`src/rtl/blt_pkg.sv`:
```
// ----------------------------------------------------------------------------
// blt_pkg
// Types, constants and colour-wheel functions for the bouncing line trail.
// ----------------------------------------------------------------------------
package blt_pkg;

    localparam int COORD_W = 11;
    localparam int SEED_W  = 10;
    localparam int VEL_W   = 5;
    localparam int COLOR_W = 16;
    localparam int LIM_W   = 11;
    localparam int HUE_W   = 7;
    localparam int CFG_W   = 11;
    localparam int IDX_W   = 1;

    // register indexes
    localparam logic [IDX_W-1:0] REG_SCREEN_WIDTH  = 1'd0;
    localparam logic [IDX_W-1:0] REG_SCREEN_HEIGHT = 1'd1;

    localparam logic [CFG_W-1:0]   LIMIT_RESET = 11'd132;
    localparam logic [LIM_W-1:0]   LIMIT_MIN   = 11'd16;
    localparam logic [LIM_W-1:0]   LIMIT_MAX   = 11'd1024;
    localparam logic [HUE_W-1:0]   HUE_PHASE   = 7'd42;   // a third of the wheel
    localparam logic [COLOR_W-1:0] COLOR_WHITE = 16'hFFFF;
    localparam logic [COLOR_W-1:0] COLOR_ERASE = 16'h0000;

    typedef logic [COORD_W-1:0] coord_t;
    typedef logic signed [VEL_W-1:0] vel_t;

    typedef struct packed {
        coord_t y1;
        coord_t x1;
        coord_t y0;
        coord_t x0;
    } line_t;

    // ring store control from the tick stage
    typedef struct packed {
        logic en;
        logic seed_load;
    } ring_ctrl_t;

    function automatic logic [LIM_W-1:0] eff_limit(input logic [CFG_W-1:0] r);
        if (r < LIMIT_MIN) begin
            return LIMIT_MIN;
        end else if (r > LIMIT_MAX) begin
            return LIMIT_MAX;
        end
        return r;
    endfunction

    // quarter wave of round(256*sin), limited to 255
    function automatic logic [7:0] qsine(input logic [5:0] i);
        logic [7:0] v;
        case (i)
            6'd0:  v = 8'd0;
            6'd1:  v = 8'd13;
            6'd2:  v = 8'd25;
            6'd3:  v = 8'd38;
            6'd4:  v = 8'd50;
            6'd5:  v = 8'd62;
            6'd6:  v = 8'd74;
            6'd7:  v = 8'd86;
            6'd8:  v = 8'd98;
            6'd9:  v = 8'd109;
            6'd10: v = 8'd121;
            6'd11: v = 8'd132;
            6'd12: v = 8'd142;
            6'd13: v = 8'd152;
            6'd14: v = 8'd162;
            6'd15: v = 8'd172;
            6'd16: v = 8'd181;
            6'd17: v = 8'd190;
            6'd18: v = 8'd198;
            6'd19: v = 8'd206;
            6'd20: v = 8'd213;
            6'd21: v = 8'd220;
            6'd22: v = 8'd226;
            6'd23: v = 8'd231;
            6'd24: v = 8'd237;
            6'd25: v = 8'd241;
            6'd26: v = 8'd245;
            6'd27: v = 8'd248;
            6'd28: v = 8'd251;
            6'd29: v = 8'd253;
            6'd30: v = 8'd255;
            6'd31: v = 8'd255;
            6'd32: v = 8'd255;
            default: v = 8'd0;
        endcase
        return v;
    endfunction

    // sine wheel offset by 256, range 1..511
    function automatic logic [8:0] wheel_off(input logic [HUE_W-1:0] a);
        logic [7:0] s;
        logic       pos;
        if (a <= 7'd32) begin
            s   = qsine(a[5:0]);
            pos = 1'b1;
        end else if (a <= 7'd64) begin
            s   = qsine(6'(7'd64 - a));
            pos = 1'b1;
        end else if (a <= 7'd96) begin
            s   = qsine(6'(a - 7'd64));
            pos = 1'b0;
        end else begin
            s   = qsine(6'(8'd128 - {1'b0, a}));
            pos = 1'b0;
        end
        return pos ? 9'(9'd256 + {1'b0, s}) : 9'(9'd256 - {1'b0, s});
    endfunction

    function automatic logic [COLOR_W-1:0] hue_color(input logic [HUE_W-1:0] h);
        logic [HUE_W-1:0] ga;
        logic [HUE_W-1:0] ba;
        logic [8:0]       r;
        logic [8:0]       g;
        logic [8:0]       b;
        ga = h + HUE_PHASE;
        ba = ga + HUE_PHASE;
        r  = wheel_off(h);
        g  = wheel_off(ga);
        b  = wheel_off(ba);
        return {r[8:4], g[8:3], b[8:4]};
    endfunction

endpackage

```
`src/rtl/blt_ring.sv`:
```
// ----------------------------------------------------------------------------
// blt_ring
// Trail ring of line coordinates: one write and one registered read per tick,
// per-slot valid bits for the cleared reset state, and a seed slot override.
// ----------------------------------------------------------------------------
module blt_ring
    import blt_pkg::*;
#(
    parameter int DEPTH = 20,
    parameter int PTR_W = (DEPTH > 1) ? $clog2(DEPTH) : 1
) (
    input  logic             aclk,
    input  logic             aresetn,
    input  ring_ctrl_t       ctrl,
    input  logic [PTR_W-1:0] addr,
    input  line_t            wr_line,
    input  line_t            seed_line,
    output line_t            rd_line
);

    line_t            mem [DEPTH];
    line_t            rd_data_reg;
    line_t            fix_reg;
    logic             use_mem_reg;
    logic [DEPTH-1:0] valid_reg;
    logic             seed_pend_reg;
    line_t            seed_reg;
    logic             seed_hit;

    // slot 0 holds the seed line until the trail overwrites it
    assign seed_hit = seed_pend_reg && (addr == '0);

    always_ff @(posedge aclk) begin
        if (ctrl.en) begin
            rd_data_reg <= mem[addr];
            mem[addr]   <= wr_line;
            fix_reg     <= seed_hit ? seed_reg : '0;
            use_mem_reg <= valid_reg[addr] && !seed_hit;
        end
        if (ctrl.en && ctrl.seed_load) begin
            seed_reg <= seed_line;
        end
    end

    always_ff @(posedge aclk) begin
        if (!aresetn) begin
            valid_reg     <= '0;
            seed_pend_reg <= 1'b0;
        end else if (ctrl.en) begin
            valid_reg[addr] <= 1'b1;
            if (ctrl.seed_load) begin
                seed_pend_reg <= 1'b1;
            end else if (addr == '0) begin
                seed_pend_reg <= 1'b0;
            end
        end
    end

    assign rd_line = use_mem_reg ? rd_data_reg : fix_reg;

endmodule

```
`config.mk`:
```
export PLATFORM = sky130hd
export DESIGN_NAME = blt_ring
export DESIGN_NICKNAME = d
export VERILOG_FILES = /design/src/rtl/blt_pkg.sv /design/src/rtl/blt_ring.sv
export SDC_FILE = /design/constraint.sdc
export NUM_CORES = 1
export LEC_CHECK = 0
export BUFFER_PORTS_ARGS = -buffer_cell sky130_fd_sc_hd__buf_2
export CORE_MARGIN = 8
export CORE_UTILIZATION = 30
export DETAILED_ROUTE_END_ITERATION = 6
export SYNTH_ARGS = -nofsm -noshare
export SYNTH_HDL_FRONTEND = slang
export SYNTH_SLANG_ARGS = --single-unit
```
`constraint.sdc`:
```
create_clock -name aclk -period 9.45 [get_ports aclk]
set_input_delay 0.4725 -clock aclk [delete_from_list [all_inputs] [get_ports aclk]]
set_output_delay 0.4725 -clock aclk [all_outputs]
set_load 0.05 [all_outputs]
```
==> flow_summary.json <==
{
  "status": "completed",
  "fmax_mhz": 291,
  "clk_pin_slew_ns": 0.06,
  "rsz0062_at_grt": "false",
  "fp.dieArea_um2": 143000,
  "switching_power_mw": 2.08,
  "insertion_delay_ns": 0.71,
  "syn_nets": 1787,
  "avgRoutedWirePerCell_um": 25.1,
  "period_needed_ns": 3.44,
  "grt_pass1_wl_mm": 136,
  "path_max_fanout": 14,
  "utilization_pct": 35.2,
  "fill_cells": 11800,
  "antenna_found_initial": 21,
  "clk_path_buf_depth": 3,
  "reg2reg_depth": 4,
  "vdd_drop_max_uv": 175,
  "via_per_inst": 4.83,
  "vias": 18100,
  "max_cap_viol_count": 0,
  "rows": 132,
  "nNetsFinal": 2015,
  "maxSlewHeadroom_pct": 20.9,
  "end_kind": "primary output",
  "clock_power_share_pct": 41.1,
  "synthAdderAreaFrac_pct": 0,
  "core_um2": 130000,
  "drtAntennaViolNets": 0,
  "fin_skew_ns": 0.0268,
  "ys_async_sr_fraction_pct": 0,
  "synth_most_common_cell": "edfxtp_1",
  "swShare_pct": 21.7,
  "ios": 141,
  "place_congestion": 0.702,
  "initial_core_util_pct": 30.3,
  "postCtsSetupBuffers": 0,
  "first_iter_violations": 1658,
  "synth_area_leaders": "edfxtp_1 (77%), mux4_2 (12%), mux2_1 (1.3%), mux2i_1 (1.2%), mux4_1 (1.1%)",
  "ctsHoldBuffers": 44,
  "cp-start-kind": "flip-flop",
  "holdPathStages": 1,
  "synth_largest_area_cell": "edfxtp_1",
  "synth_commonest_cells": "edfxtp_1 (1013), mux4_2 (206), mux2i_1 (48), and2_1 (45)",
  "grt-ovfl-total": 0,
  "cts_root_buf": "clkbuf_16",
  "syn_area_um2": 39300,
  "place_hpwl_mm": 49.5,
  "io_buffers": 140,
  "grt_usage_pct": 13.0,
  "synthCells": 1690,
  "yosysWarnings": 0,
  "hold_path_class": "in -> reg",
  "synth_top_family_by_area": "multiplexers",
  "largest_register_ffs": 880,
  "totalWireLength_mm": 94.1,
  "synth_seq_area_share_pct": 78.5,
  "cts_sinks": 1034,
  "drive_gt1_share_pct": 27.2,
  "synthMuxAreaShare_pct": 15.4,
  "p_leak_nw": 14.6,
  "cts_buffers": 101,
  "p_comb_share_pct": 5.2,
  "syn_to_final_growth_pct": 16.1,
  "slew_violations": 0,
  "cts_tree": "done",
  "period_share_pct": 36.4,
  "ys_types": 37,
  "hold_violations": 0,
  "drc": 0,
  "first_pass_iters": 5,
  "worstMarginPinSlew_ns": 1.19,
  "criticalPathCategory": "reg -> out",
  "ys_seq_elements": 1034,
  "setup_violations": 0,
  "tns_ns": 0,
  "grt_start_max_net_pins": 71,
  "synth_simple_gate_area_share_pct": 1.35,
  "largest-register": "mem",
  "synth_edf_count": 1013,
  "p_seq_share_pct": 53.8,
  "intPower_mw": 7.51,
  "powerDensity_nw_per_um2": 210,
  "cp_data_required_time_ns": 8.98,
  "yosys_most_used_dff": "edfxtp_1",
  "syn_area_per_cell_um2": 23.2,
  "cts-resized-gates": 0,
  "netlist.area_leader.share_pct": 77.5,
  "h-tree-depth": 3,
  "synth_compound_gate_area_share_pct": 2.89,
  "grt_pass1_vias": 19300,
  "die_h_um": 378,
  "cp.arrival_ns": 2.96,
  "synth_xor_xnor_area_share_pct": 0,
  "die_w_um": 378
}
-- power groups by stage --
stage | logic [mW] | registers [mW] | clock network (mW)
finish | 0.495 | 5.15 | 3.94
global route | 0.532 | 5.16 | 4.19
CTS | 0.506 | 5.15 | 4.03
detailed placement | 0.490 | 5.25 | 0
global placement | 0.479 | 5.25 | 0
floorplan | 0.319 | 5.23 | 0
-- path summary, 6_finish.rpt --
| kind | slack (ns) | startpoint | endpoint |
|---|---|---|---|
| max | 6.01 | use_mem_reg | rd_line[43] |
| min | 0.17 | wr_line[10] | mem[18][10] |
| max reg2reg | 7.36 | seed_pend_reg | fix_reg[43] |
| min reg2reg | 0.47 | valid_reg[5] | valid_reg[5] |
-- critical path, cell delays in order (launching register included) --
cell	delay, ns
edfxtp_1	1.05
buf_4	0.44
mux2_1	0.49
buf_2	0.27
-- per-stage QoR --
step	total power, mW	worst slack (ns)	area [µm²]	cells	hold slack (ns)
floorplan	5.55	4.74	39300	1690	0.435
global placement	5.73	5.57	41900	3513	0.440
detailed placement	5.74	5.55	41900	3513	0.450
CTS	9.69	5.96	45600	3745	0.112
global route	9.88	5.91	45600	3746	0.143
finish	9.59	6.01	45600	3750	0.171
-- cells in the final DEF, fill, tap and decap left out, drive strengths merged, types with 41 or more instances in the layout --
master | netlist | final
a211oi | 41 | 41
a21o | 44 | 44
and2 | 45 | 45
buf | 72 | 177
clkbuf | 24 | 121
clkinv | 0 | 52
dlygate4sd3 | 0 | 44
edfxtp | 1013 | 1013
mux2 | 44 | 44
mux2i | 48 | 48
mux4 | 223 | 223
o22ai | 42 | 42
-- per-layer routing --
| metal | GRT usage [%] | up-vias | routed length, µm |
|---|---|---|---|
| met5 | 0 | - | 38 |
| met4 | 3.61 | 6 | 2270 |
| met3 | 3.02 | 166 | 6640 |
| met2 | 21.2 | 647 | 44800 |
| met1 | 17.4 | 9650 | 40300 |
| li1 | - | 7651 | - |
-- cells by family after synthesis --
family | count (synthesis)
DFF | 1034
muxes | 315
AOI/OAI and AO/OA | 156
buffers and inverters | 96
and+or+nand+nor | 89
-- layout make-up --
class                   count  area [µm²]  area share [%]
clock inverters            67         631            1.38
clock buffers             121        2600            5.71
flip-flops and latches   1034       30800            67.6
multi-input cells         560        7880            17.3
well taps                1742        2180            4.78
diodes                      5        12.5          0.0274
repair buffers            221        1460            3.19
(Power assumes the default switching activity.)
