### config.mk
export PLATFORM = sky130hd
export DESIGN_NAME = blt_bounce
export DESIGN_NICKNAME = d
export VERILOG_FILES = /design/src/rtl/blt_pkg.sv /design/src/rtl/blt_bounce.sv
export SDC_FILE = /design/constraint.sdc
export NUM_CORES = 1
export LEC_CHECK = 0
export ABC_AREA = 1
export BUFFER_PORTS_ARGS = -buffer_cell sky130_fd_sc_hd__buf_2
export CORE_ASPECT_RATIO = 1.25
export CORE_MARGIN = 2
export CORE_UTILIZATION = 60
export DETAILED_ROUTE_END_ITERATION = 6
export GPL_TIMING_DRIVEN = 0
export PLACE_DENSITY = 0.83
export SLEW_MARGIN = 20
export SYNTH_ARGS = -nofsm -noshare
export SYNTH_HDL_FRONTEND = slang
export SYNTH_SLANG_ARGS = --single-unit
### constraint.sdc
create_clock -name vclk -period 7.95
set_clock_uncertainty 0.05 [all_clocks]
set_input_delay 0.3975 -clock vclk [all_inputs]
set_output_delay 0.3975 -clock vclk [all_outputs]
set_load 0.01 [all_outputs]
### src/rtl/blt_pkg.sv
// ----------------------------------------------------------------------------
// blt_pkg
// Types, constants and colour-wheel functions for the bouncing line trail.
// ----------------------------------------------------------------------------
package blt_pkg;

    localparam int COORD_W = 11;
    localparam int SEED_W  = 10;
    localparam int VEL_W   = 5;
    localparam int COLOR_W = 16;
    localparam int LIM_W   = 11;
    localparam int HUE_W   = 7;
    localparam int CFG_W   = 11;
    localparam int IDX_W   = 1;

    // register indexes
    localparam logic [IDX_W-1:0] REG_SCREEN_WIDTH  = 1'd0;
    localparam logic [IDX_W-1:0] REG_SCREEN_HEIGHT = 1'd1;

    localparam logic [CFG_W-1:0]   LIMIT_RESET = 11'd132;
    localparam logic [LIM_W-1:0]   LIMIT_MIN   = 11'd16;
    localparam logic [LIM_W-1:0]   LIMIT_MAX   = 11'd1024;
    localparam logic [HUE_W-1:0]   HUE_PHASE   = 7'd42;   // a third of the wheel
    localparam logic [COLOR_W-1:0] COLOR_WHITE = 16'hFFFF;
    localparam logic [COLOR_W-1:0] COLOR_ERASE = 16'h0000;

    typedef logic [COORD_W-1:0] coord_t;
    typedef logic signed [VEL_W-1:0] vel_t;

    typedef struct packed {
        coord_t y1;
        coord_t x1;
        coord_t y0;
        coord_t x0;
    } line_t;

    // ring store control from the tick stage
    typedef struct packed {
        logic en;
        logic seed_load;
    } ring_ctrl_t;

    function automatic logic [LIM_W-1:0] eff_limit(input logic [CFG_W-1:0] r);
        if (r < LIMIT_MIN) begin
            return LIMIT_MIN;
        end else if (r > LIMIT_MAX) begin
            return LIMIT_MAX;
        end
        return r;
    endfunction

    // quarter wave of round(256*sin), limited to 255
    function automatic logic [7:0] qsine(input logic [5:0] i);
        logic [7:0] v;
        case (i)
            6'd0:  v = 8'd0;
            6'd1:  v = 8'd13;
            6'd2:  v = 8'd25;
            6'd3:  v = 8'd38;
            6'd4:  v = 8'd50;
            6'd5:  v = 8'd62;
            6'd6:  v = 8'd74;
            6'd7:  v = 8'd86;
            6'd8:  v = 8'd98;
            6'd9:  v = 8'd109;
            6'd10: v = 8'd121;
            6'd11: v = 8'd132;
            6'd12: v = 8'd142;
            6'd13: v = 8'd152;
            6'd14: v = 8'd162;
            6'd15: v = 8'd172;
            6'd16: v = 8'd181;
            6'd17: v = 8'd190;
            6'd18: v = 8'd198;
            6'd19: v = 8'd206;
            6'd20: v = 8'd213;
            6'd21: v = 8'd220;
            6'd22: v = 8'd226;
            6'd23: v = 8'd231;
            6'd24: v = 8'd237;
            6'd25: v = 8'd241;
            6'd26: v = 8'd245;
            6'd27: v = 8'd248;
            6'd28: v = 8'd251;
            6'd29: v = 8'd253;
            6'd30: v = 8'd255;
            6'd31: v = 8'd255;
            6'd32: v = 8'd255;
            default: v = 8'd0;
        endcase
        return v;
    endfunction

    // sine wheel offset by 256, range 1..511
    function automatic logic [8:0] wheel_off(input logic [HUE_W-1:0] a);
        logic [7:0] s;
        logic       pos;
        if (a <= 7'd32) begin
            s   = qsine(a[5:0]);
            pos = 1'b1;
        end else if (a <= 7'd64) begin
            s   = qsine(6'(7'd64 - a));
            pos = 1'b1;
        end else if (a <= 7'd96) begin
            s   = qsine(6'(a - 7'd64));
            pos = 1'b0;
        end else begin
            s   = qsine(6'(8'd128 - {1'b0, a}));
            pos = 1'b0;
        end
        return pos ? 9'(9'd256 + {1'b0, s}) : 9'(9'd256 - {1'b0, s});
    endfunction

    function automatic logic [COLOR_W-1:0] hue_color(input logic [HUE_W-1:0] h);
        logic [HUE_W-1:0] ga;
        logic [HUE_W-1:0] ba;
        logic [8:0]       r;
        logic [8:0]       g;
        logic [8:0]       b;
        ga = h + HUE_PHASE;
        ba = ga + HUE_PHASE;
        r  = wheel_off(h);
        g  = wheel_off(ga);
        b  = wheel_off(ba);
        return {r[8:4], g[8:3], b[8:4]};
    endfunction

endpackage

### src/rtl/blt_bounce.sv
// ----------------------------------------------------------------------------
// blt_bounce
// Moves one coordinate by its velocity, reflecting at 0 and at the limit.
// ----------------------------------------------------------------------------
module blt_bounce
    import blt_pkg::*;
(
    input  coord_t           coord,
    input  vel_t             vel,
    input  logic [LIM_W-1:0] lim,
    output coord_t           coord_next,
    output vel_t             vel_next
);

    logic signed [12:0] lim_s;
    logic signed [12:0] p0;
    logic signed [12:0] p1;
    logic signed [12:0] p2;
    logic signed [12:0] p3;
    vel_t               v1;

    always_comb begin
        lim_s = $signed({2'b00, lim});
        p0    = $signed({2'b00, coord}) + 13'(vel);
        if (p0 < 0) begin
            p1 = -p0;
            v1 = 5'sd0 - vel;   // wraps, so -16 stays -16
        end else begin
            p1 = p0;
            v1 = vel;
        end
        if (p1 >= lim_s) begin
            p2       = (lim_s <<< 1) - p1;
            vel_next = 5'sd0 - v1;
        end else begin
            p2       = p1;
            vel_next = v1;
        end
        if (p2 < 0) begin
            p3 = '0;
        end else if (p2 > lim_s - 13'sd1) begin
            p3 = lim_s - 13'sd1;
        end else begin
            p3 = p2;
        end
        coord_next = p3[COORD_W-1:0];
    end

endmodule

==> out/results.ini, run 1 <==
[run_status]
status=completed

[floorplan]
start_util_pct=61.9
die_w_um=66.2
die_area_mm2=0.00542
rows=28
dieHeight_um=81.8
core-area_mm2=0.00469
ios=43

[yosys]
ys_warn_count=0
ys_seq_area_share_pct=0
synthesis.area_mm2=0.00290
ys_top_cells_by_area=ha_1 (21%), nand2_1 (18%), inv_1 (10%)
syn_avg_cell_area_um2=5.73
syn-num-nets=584
syn-instance-count=507
synth.distinct_cells=35
yosysTopAreaCell=ha_1
yosys.area.top_type_share_pct=20.7

[global_routing]
grt_max_degree=12
first_global_vias=2989
grtUsageTotal_pct=26.5
antenna_found_initial=0
grt_overflow=0
grt_pass1_wl_um=11800

[layout]
nets=629
drive_above_1_share_pct=17.1
layout_common_cells=nand2_1 (136), inv_1 (77), nor2_1 (49)
num_antenna_cells=0
final_common_cell=nand2_1
seq_cells=0
n_clock_buffer=0
regArea_um2=0
stdcell_count=610
utilization_pct=68.0
area_delta_synth_final_pct=10.0

[timing]
fin_hold_ws_ns=1.08
finalHoldViolCount=0
final.min_clock_period_ns=7.39
setup_slack_ns=0.557
finalSetupViolCount=0
fmax_mhz=135
slew_viol_final=0
finalCritPeriodShare_pct=93.0
finalSetupTns_ns=0
worst_pin_slew_ns=0.799
slew-limit-headroom_pct=46.8
rsz0062_at_grt=no

[setup_path]
crit_required_ns=7.50
worst-path-buf-inv=10
end_kind=primary output
max_stage_delay_ns=0.41
crit_type=in2out
crit_family=simple AND/OR/NAND/NOR gates
critPathArrivalTime_ns=6.95
startpoint_type=input port
slowest_stage=clkbuf_1
crit_fanout=10
crit_top_cell=nand2_1

[place]
place.gp.congestion=0.902
dp_hpwl_um=6100
dp_cells=610
place_ws_ns=0.593
portBuffers=43

[flow_run]
cap_viol_max_count=0

[clock_network]
cts_resized=0
cts_hold_buf=0
postCtsSetupRepairBufs=0

[min_path]
hp-class=in2out

[routing]
via_per_inst=5.25
vias=3205
wl_per_cell_um=11.2
drt_iter0_markers=97
drtAntennaViolNets=0
routed_wl_um=6840
drtPass1Iterations=4
drc=0

[power_and_ir_drop]
ir_worst_vdd_uv=79.6
p_leak_nw=1.90
powerDensity_mw_per_mm2=242

==> tightest hold or removal path, stage by stage <==
cell	delay, ns
buf_2	0.11
buf_4	0.10
buf_2	0.12
==> kinds of logic (layout without fill, tap and decap cells) <==
group                    Yosys count  after routing  share of synthesized area [%]
AO/OA/AOI/OAI                     56             56                           11.0
XOR/XNOR                          34             34                           11.0
adder cells (fa/ha/maj)           50             50                           22.1
buffers and inverters             92            135                           12.7
AND/OR/NAND/NOR                  275            275                           43.2
==> metrics by stage <==
stage | power, mW | cell area (um2)
2_1_floorplan | 0.579 | 2900
3_3_place_gp | 0.748 | 3190
3_5_place_dp | 0.767 | 3190
4_1_cts | 0.770 | 3190
5_1_grt | 0.883 | 3190
6_report | 0.775 | 3190
==> worst paths after layout <==
check / startpoint / endpoint / cells past startpoint
setup / recovery: vel[0] / coord_next[9] / 46
hold / removal: vel[0] / vel_next[0] / 3
==> per-layer routing <==
| layer | track usage, % | up-vias | share of wire [%] |
|---|---|---|---|
| met5 | 0 | - | 0 |
| met4 | 3.06 | 0 | 0.95 |
| met3 | 0.274 | 6 | 2.4 |
| met2 | 56.9 | 58 | 54 |
| met1 | 28.7 | 1425 | 42 |
| li1 | - | 1716 | - |
==> where the power goes <==
| part | switching [mW] | leakage, nW | total (mW) | internal [mW] |
|---|---|---|---|---|
| Clock | 0 | 0 | 0 | 0 |
| Combinational | 0.479 | 1.90 | 0.775 | 0.296 |
| Sequential | 0 | 0 | 0 | 0 |
==> area by class of cell <==
class	count	area, um2
multi-input cells	415	2540
fillers	452	1500
inverters	87	327
repair buffers	43	215
well taps	60	75.1
plain buffers	5	41.3
==> cell usage after synthesis (all sizes together) <==
master and number:
a31oi 2, nor4 1, buf 4, xor2 31
o21bai 3, clkbuf 1, o221ai 1, nand4 8
a21oi 29, a21o 1, xnor2 3, or2 5
ha 48, o211ai 1, inv 87, nand2 147
and2 3, o31ai 1, fa 2, o21ai 17
nand3b 2, nand3 49, a2111oi 1, nor3 9
nor2 51
Note: power is estimated with default switching activity, not from simulation.
==> run 2: changes to the inputs <==
- REMOVE_ABC_BUFFERS: unset -> 1
==> out/results.ini, run 2 (synthesized netlist as in run 1, its figures left out) <==
[run_status]
status=completed  ; unchanged

[min_path]
hp-class=in2out  ; unchanged

[setup_path]
crit_required_ns=7.50  ; about the same
crit_fanout=21  ; was 10
slowest_stage=fa_1  ; was clkbuf_1
critPathArrivalTime_ns=6.76  ; was 6.95 ns
max_stage_delay_ns=0.38  ; was 0.41 ns
crit_family=simple AND/OR/NAND/NOR gates  ; unchanged
worst-path-buf-inv=7  ; was 10
end_kind=primary output  ; unchanged
crit_type=in2out  ; unchanged
crit_top_cell=nand2_1  ; unchanged
startpoint_type=input port  ; unchanged

[place]
place.gp.congestion=0.872  ; was 0.902
place_ws_ns=0.523  ; was 0.593 ns
dp_hpwl_um=5850  ; was 6100 um
portBuffers=43  ; unchanged

[floorplan]
rows=28  ; unchanged
ios=43  ; unchanged
die_w_um=66.2  ; unchanged
die_area_mm2=0.00542  ; unchanged
dieHeight_um=81.8  ; unchanged
start_util_pct=61.9  ; unchanged
core-area_mm2=0.00469  ; unchanged

[power_and_ir_drop]
powerDensity_mw_per_mm2=236  ; was 242 mW/mm2
ir_worst_vdd_uv=88.2  ; was 79.6 uV
p_leak_nw=1.88  ; was 1.90 nW

[routing]
vias=3145  ; was 3205
drt_iter0_markers=120  ; was 97
wl_per_cell_um=10.8  ; was 11.2 um
routed_wl_um=6540  ; was 6840 um
via_per_inst=5.20  ; was 5.25
drtPass1Iterations=4  ; unchanged
drtAntennaViolNets=0  ; unchanged
drc=0  ; unchanged

[timing]
worst_pin_slew_ns=0.891  ; was 0.799 ns
slew-limit-headroom_pct=40.6  ; was 46.8%
finalSetupTns_ns=0  ; unchanged
slew_viol_final=0  ; unchanged
fmax_mhz=139  ; was 135 MHz
finalHoldViolCount=0  ; unchanged
finalSetupViolCount=0  ; unchanged
final.min_clock_period_ns=7.21  ; was 7.39 ns
rsz0062_at_grt=no  ; unchanged
finalCritPeriodShare_pct=90.7  ; was 93.0%
setup_slack_ns=0.738  ; was 0.557 ns
fin_hold_ws_ns=0.988  ; was 1.08 ns

[global_routing]
antenna_found_initial=0  ; unchanged
grtUsageTotal_pct=25.3  ; was 26.5%
first_global_vias=2930  ; was 2989
grt_overflow=0  ; unchanged
grt_max_degree=22  ; was 12
grt_pass1_wl_um=11400  ; was 11800 um

[layout]
utilization_pct=67.3  ; was 68.0%
fillers=481  ; was 452
area_delta_synth_final_pct=8.75  ; was 10.0%
num_antenna_cells=0  ; unchanged
final_common_cell=nand2_1  ; unchanged
seq_cells=0  ; unchanged
n_clock_buffer=0  ; unchanged
drive_above_1_share_pct=16.5  ; was 17.1%
nets=624  ; was 629
regArea_um2=0  ; unchanged
layout_common_cells=nand2_1 (136), inv_1 (77), nor2_1 (49)  ; unchanged

[flow_run]
cap_viol_max_count=0  ; unchanged

-- run 2: cell types whose count changed in the layout (fill, tap and decap cells not counted) --
cell	before	now
buf_6	2	0
buf_4	2	0
nand2_4	2	3
clkbuf_1	1	0
nand2_2	9	8
-- run 2: layout make-up --
cell class / instances / area [um2] / share of cell area, %
timing repair buffer: 43 / 215 / 6.81
multi-input combinational: 415 / 2540 / 80.5
tap: 60 / 75.1 / 2.38
inverter: 87 / 327 / 10.3
-- run 2: worst paths after layout --
kind	start	end	cells past startpoint
max	vel[0]	coord_next[2]	44
min	vel[0]	vel_next[0]	2
-- run 2: per-layer routing --
| metal | GRT usage [%] | up-vias | routed length (um) | share of wire (%) |
|---|---|---|---|---|
| li1 | - | 1710 | - | - |
| met1 | 28.2 | 1394 | 2840 | 43 |
| met2 | 54.0 | 37 | 3550 | 54 |
| met3 | 0.137 | 4 | 116 | 1.8 |
| met4 | 2.04 | 0 | 29 | 0.44 |
| met5 | 0 | - | 0 | 0 |
-- run 2: per-stage QoR --
stage                     total power [mW]  area, um2  instances
after CTS                            0.747       3150        605
final                                0.744       3160        605
after global routing                 0.854       3160        605
after global placement               0.726       3150        605
after floorplan                      0.559       2860        502
after detailed placement             0.744       3150        605
-- run 2: report_power, final --
part	total (mW)	switching [mW]	leakage, nW	internal [mW]
clock network	0	0	0	0
registers	0	0	0	0
logic	0.744	0.464	1.88	0.281
-- run 2: what timing repair did --
item                                    4_1_cts  5_1_grt
buffers inserted                              0        0
resized for setup                             0        1
hold buffers                                  0        0
endpoints found under the setup margin        0       11
==> run 3: changes to the inputs <==
- RECOVER_POWER: unset -> 25
==> out/results.ini, run 3 (synthesized netlist as in run 1, its figures left out) <==
[run_status]
status=completed  ; unchanged

[global_routing]
grtUsageTotal_pct=25.3  ; unchanged
grt_pass1_wl_um=11400  ; unchanged
first_global_vias=2930  ; unchanged
grt_overflow=0  ; unchanged
antenna_found_initial=0  ; unchanged
grt_max_degree=22  ; unchanged

[layout]
layout_common_cells=nand2_1 (136), inv_1 (77), nor2_1 (49)  ; unchanged
stdcell_count=605  ; unchanged
seq_cells=0  ; unchanged
num_antenna_cells=0  ; unchanged
final_common_cell=nand2_1  ; unchanged
utilization_pct=67.2  ; was 67.3%
final_area_mm2=0.00316  ; about the same
drive_above_1_share_pct=16.3  ; was 16.5%
regArea_um2=0  ; unchanged
nets=624  ; unchanged
n_clock_buffer=0  ; unchanged
area_delta_synth_final_pct=8.70  ; was 8.75%

[flow_run]
cap_viol_max_count=0  ; unchanged

[routing]
drc=0  ; unchanged
wl_per_cell_um=10.8  ; about the same
drtAntennaViolNets=0  ; unchanged
via_per_inst=5.20  ; unchanged
vias=3145  ; unchanged
drt_iter0_markers=120  ; unchanged
drtPass1Iterations=4  ; unchanged
routed_wl_um=6540  ; about the same

[timing]
slew-limit-headroom_pct=40.6  ; unchanged
setup_slack_ns=0.736  ; was 0.738 ns
fmax_mhz=139  ; about the same
slew_viol_final=0  ; unchanged
fin_hold_ws_ns=0.993  ; was 0.988 ns
final.min_clock_period_ns=7.21  ; about the same
worst_pin_slew_ns=0.891  ; unchanged
finalCritPeriodShare_pct=90.7  ; about the same
finalSetupTns_ns=0  ; unchanged
rsz0062_at_grt=no  ; unchanged
finalHoldViolCount=0  ; unchanged
finalSetupViolCount=0  ; unchanged

[floorplan]
die_area_mm2=0.00542  ; unchanged
rows=28  ; unchanged
start_util_pct=61.9  ; unchanged
dieHeight_um=81.8  ; unchanged
ios=43  ; unchanged
core-area_mm2=0.00469  ; unchanged
die_w_um=66.2  ; unchanged

[place]
post_dp_cell_area_mm2=0.00315  ; unchanged
place.gp.congestion=0.872  ; unchanged
dp_cells=605  ; unchanged
dp_hpwl_um=5850  ; unchanged
place_ws_ns=0.523  ; unchanged
portBuffers=43  ; unchanged

[setup_path]
crit_fanout=21  ; unchanged
slowest_stage=fa_1  ; unchanged
crit_type=in2out  ; unchanged
max_stage_delay_ns=0.38  ; about the same
critPathArrivalTime_ns=6.77  ; was 6.76 ns
end_kind=primary output  ; unchanged
startpoint_type=input port  ; unchanged
crit_top_cell=nand2_1  ; unchanged
crit_required_ns=7.50  ; about the same

[min_path]
hp-class=in2out  ; unchanged

[power_and_ir_drop]
power_mw=0.744  ; about the same
ir_worst_vdd_uv=88.2  ; about the same
p_leak_nw=1.87  ; was 1.88 nW
powerDensity_mw_per_mm2=236  ; about the same

[clock_network]
postCtsSetupRepairBufs=0  ; unchanged

-- run 3: worst paths after layout --
kind | startpoint | endpoint | slack, ns | cells past startpoint
min | vel[0] | vel_next[0] | 0.99 | 2
max | vel[0] | coord_next[2] | 0.74 | 44
-- run 3: layer usage --
metal | wire length, um | GRT usage [%] | part of all wire [%]
met1 | 2840 | 28.2 | 43
met2 | 3550 | 54.0 | 54
met3 | 116 | 0.137 | 1.8
met4 | 29 | 2.04 | 0.44
met5 | 0 | 0 | 0
-- run 3: critical path, delay by kind of cell --
family,cells,cell delay [ns]
xor gates and xnor gates,1,0.19
and+or+nand+nor,23,2.80
buffers and inverters,7,0.90
AOI/OAI and AO/OA,9,1.30
adders and majority gates,4,1.16
-- run 3: power by group --
group | internal [mW] | total [mW] | leakage, nW | switching [mW]
logic | 0.281 | 0.744 | 1.87 | 0.464
clock network | 0 | 0 | 0 | 0
registers | 0 | 0 | 0 | 0
-- run 3: repair_timing --
action,CTS,global route
resized for setup,0,1
hold endpoints to repair,0,0
hold buffers,0,0
setup endpoints to repair,0,11
-- run 3: final cells by class --
cell class                 instances  area, um2
inverter                          87        327
multi-input combinational        415       2540
tap                               60       75.1
fill                             482       1540
timing repair buffer              43        214
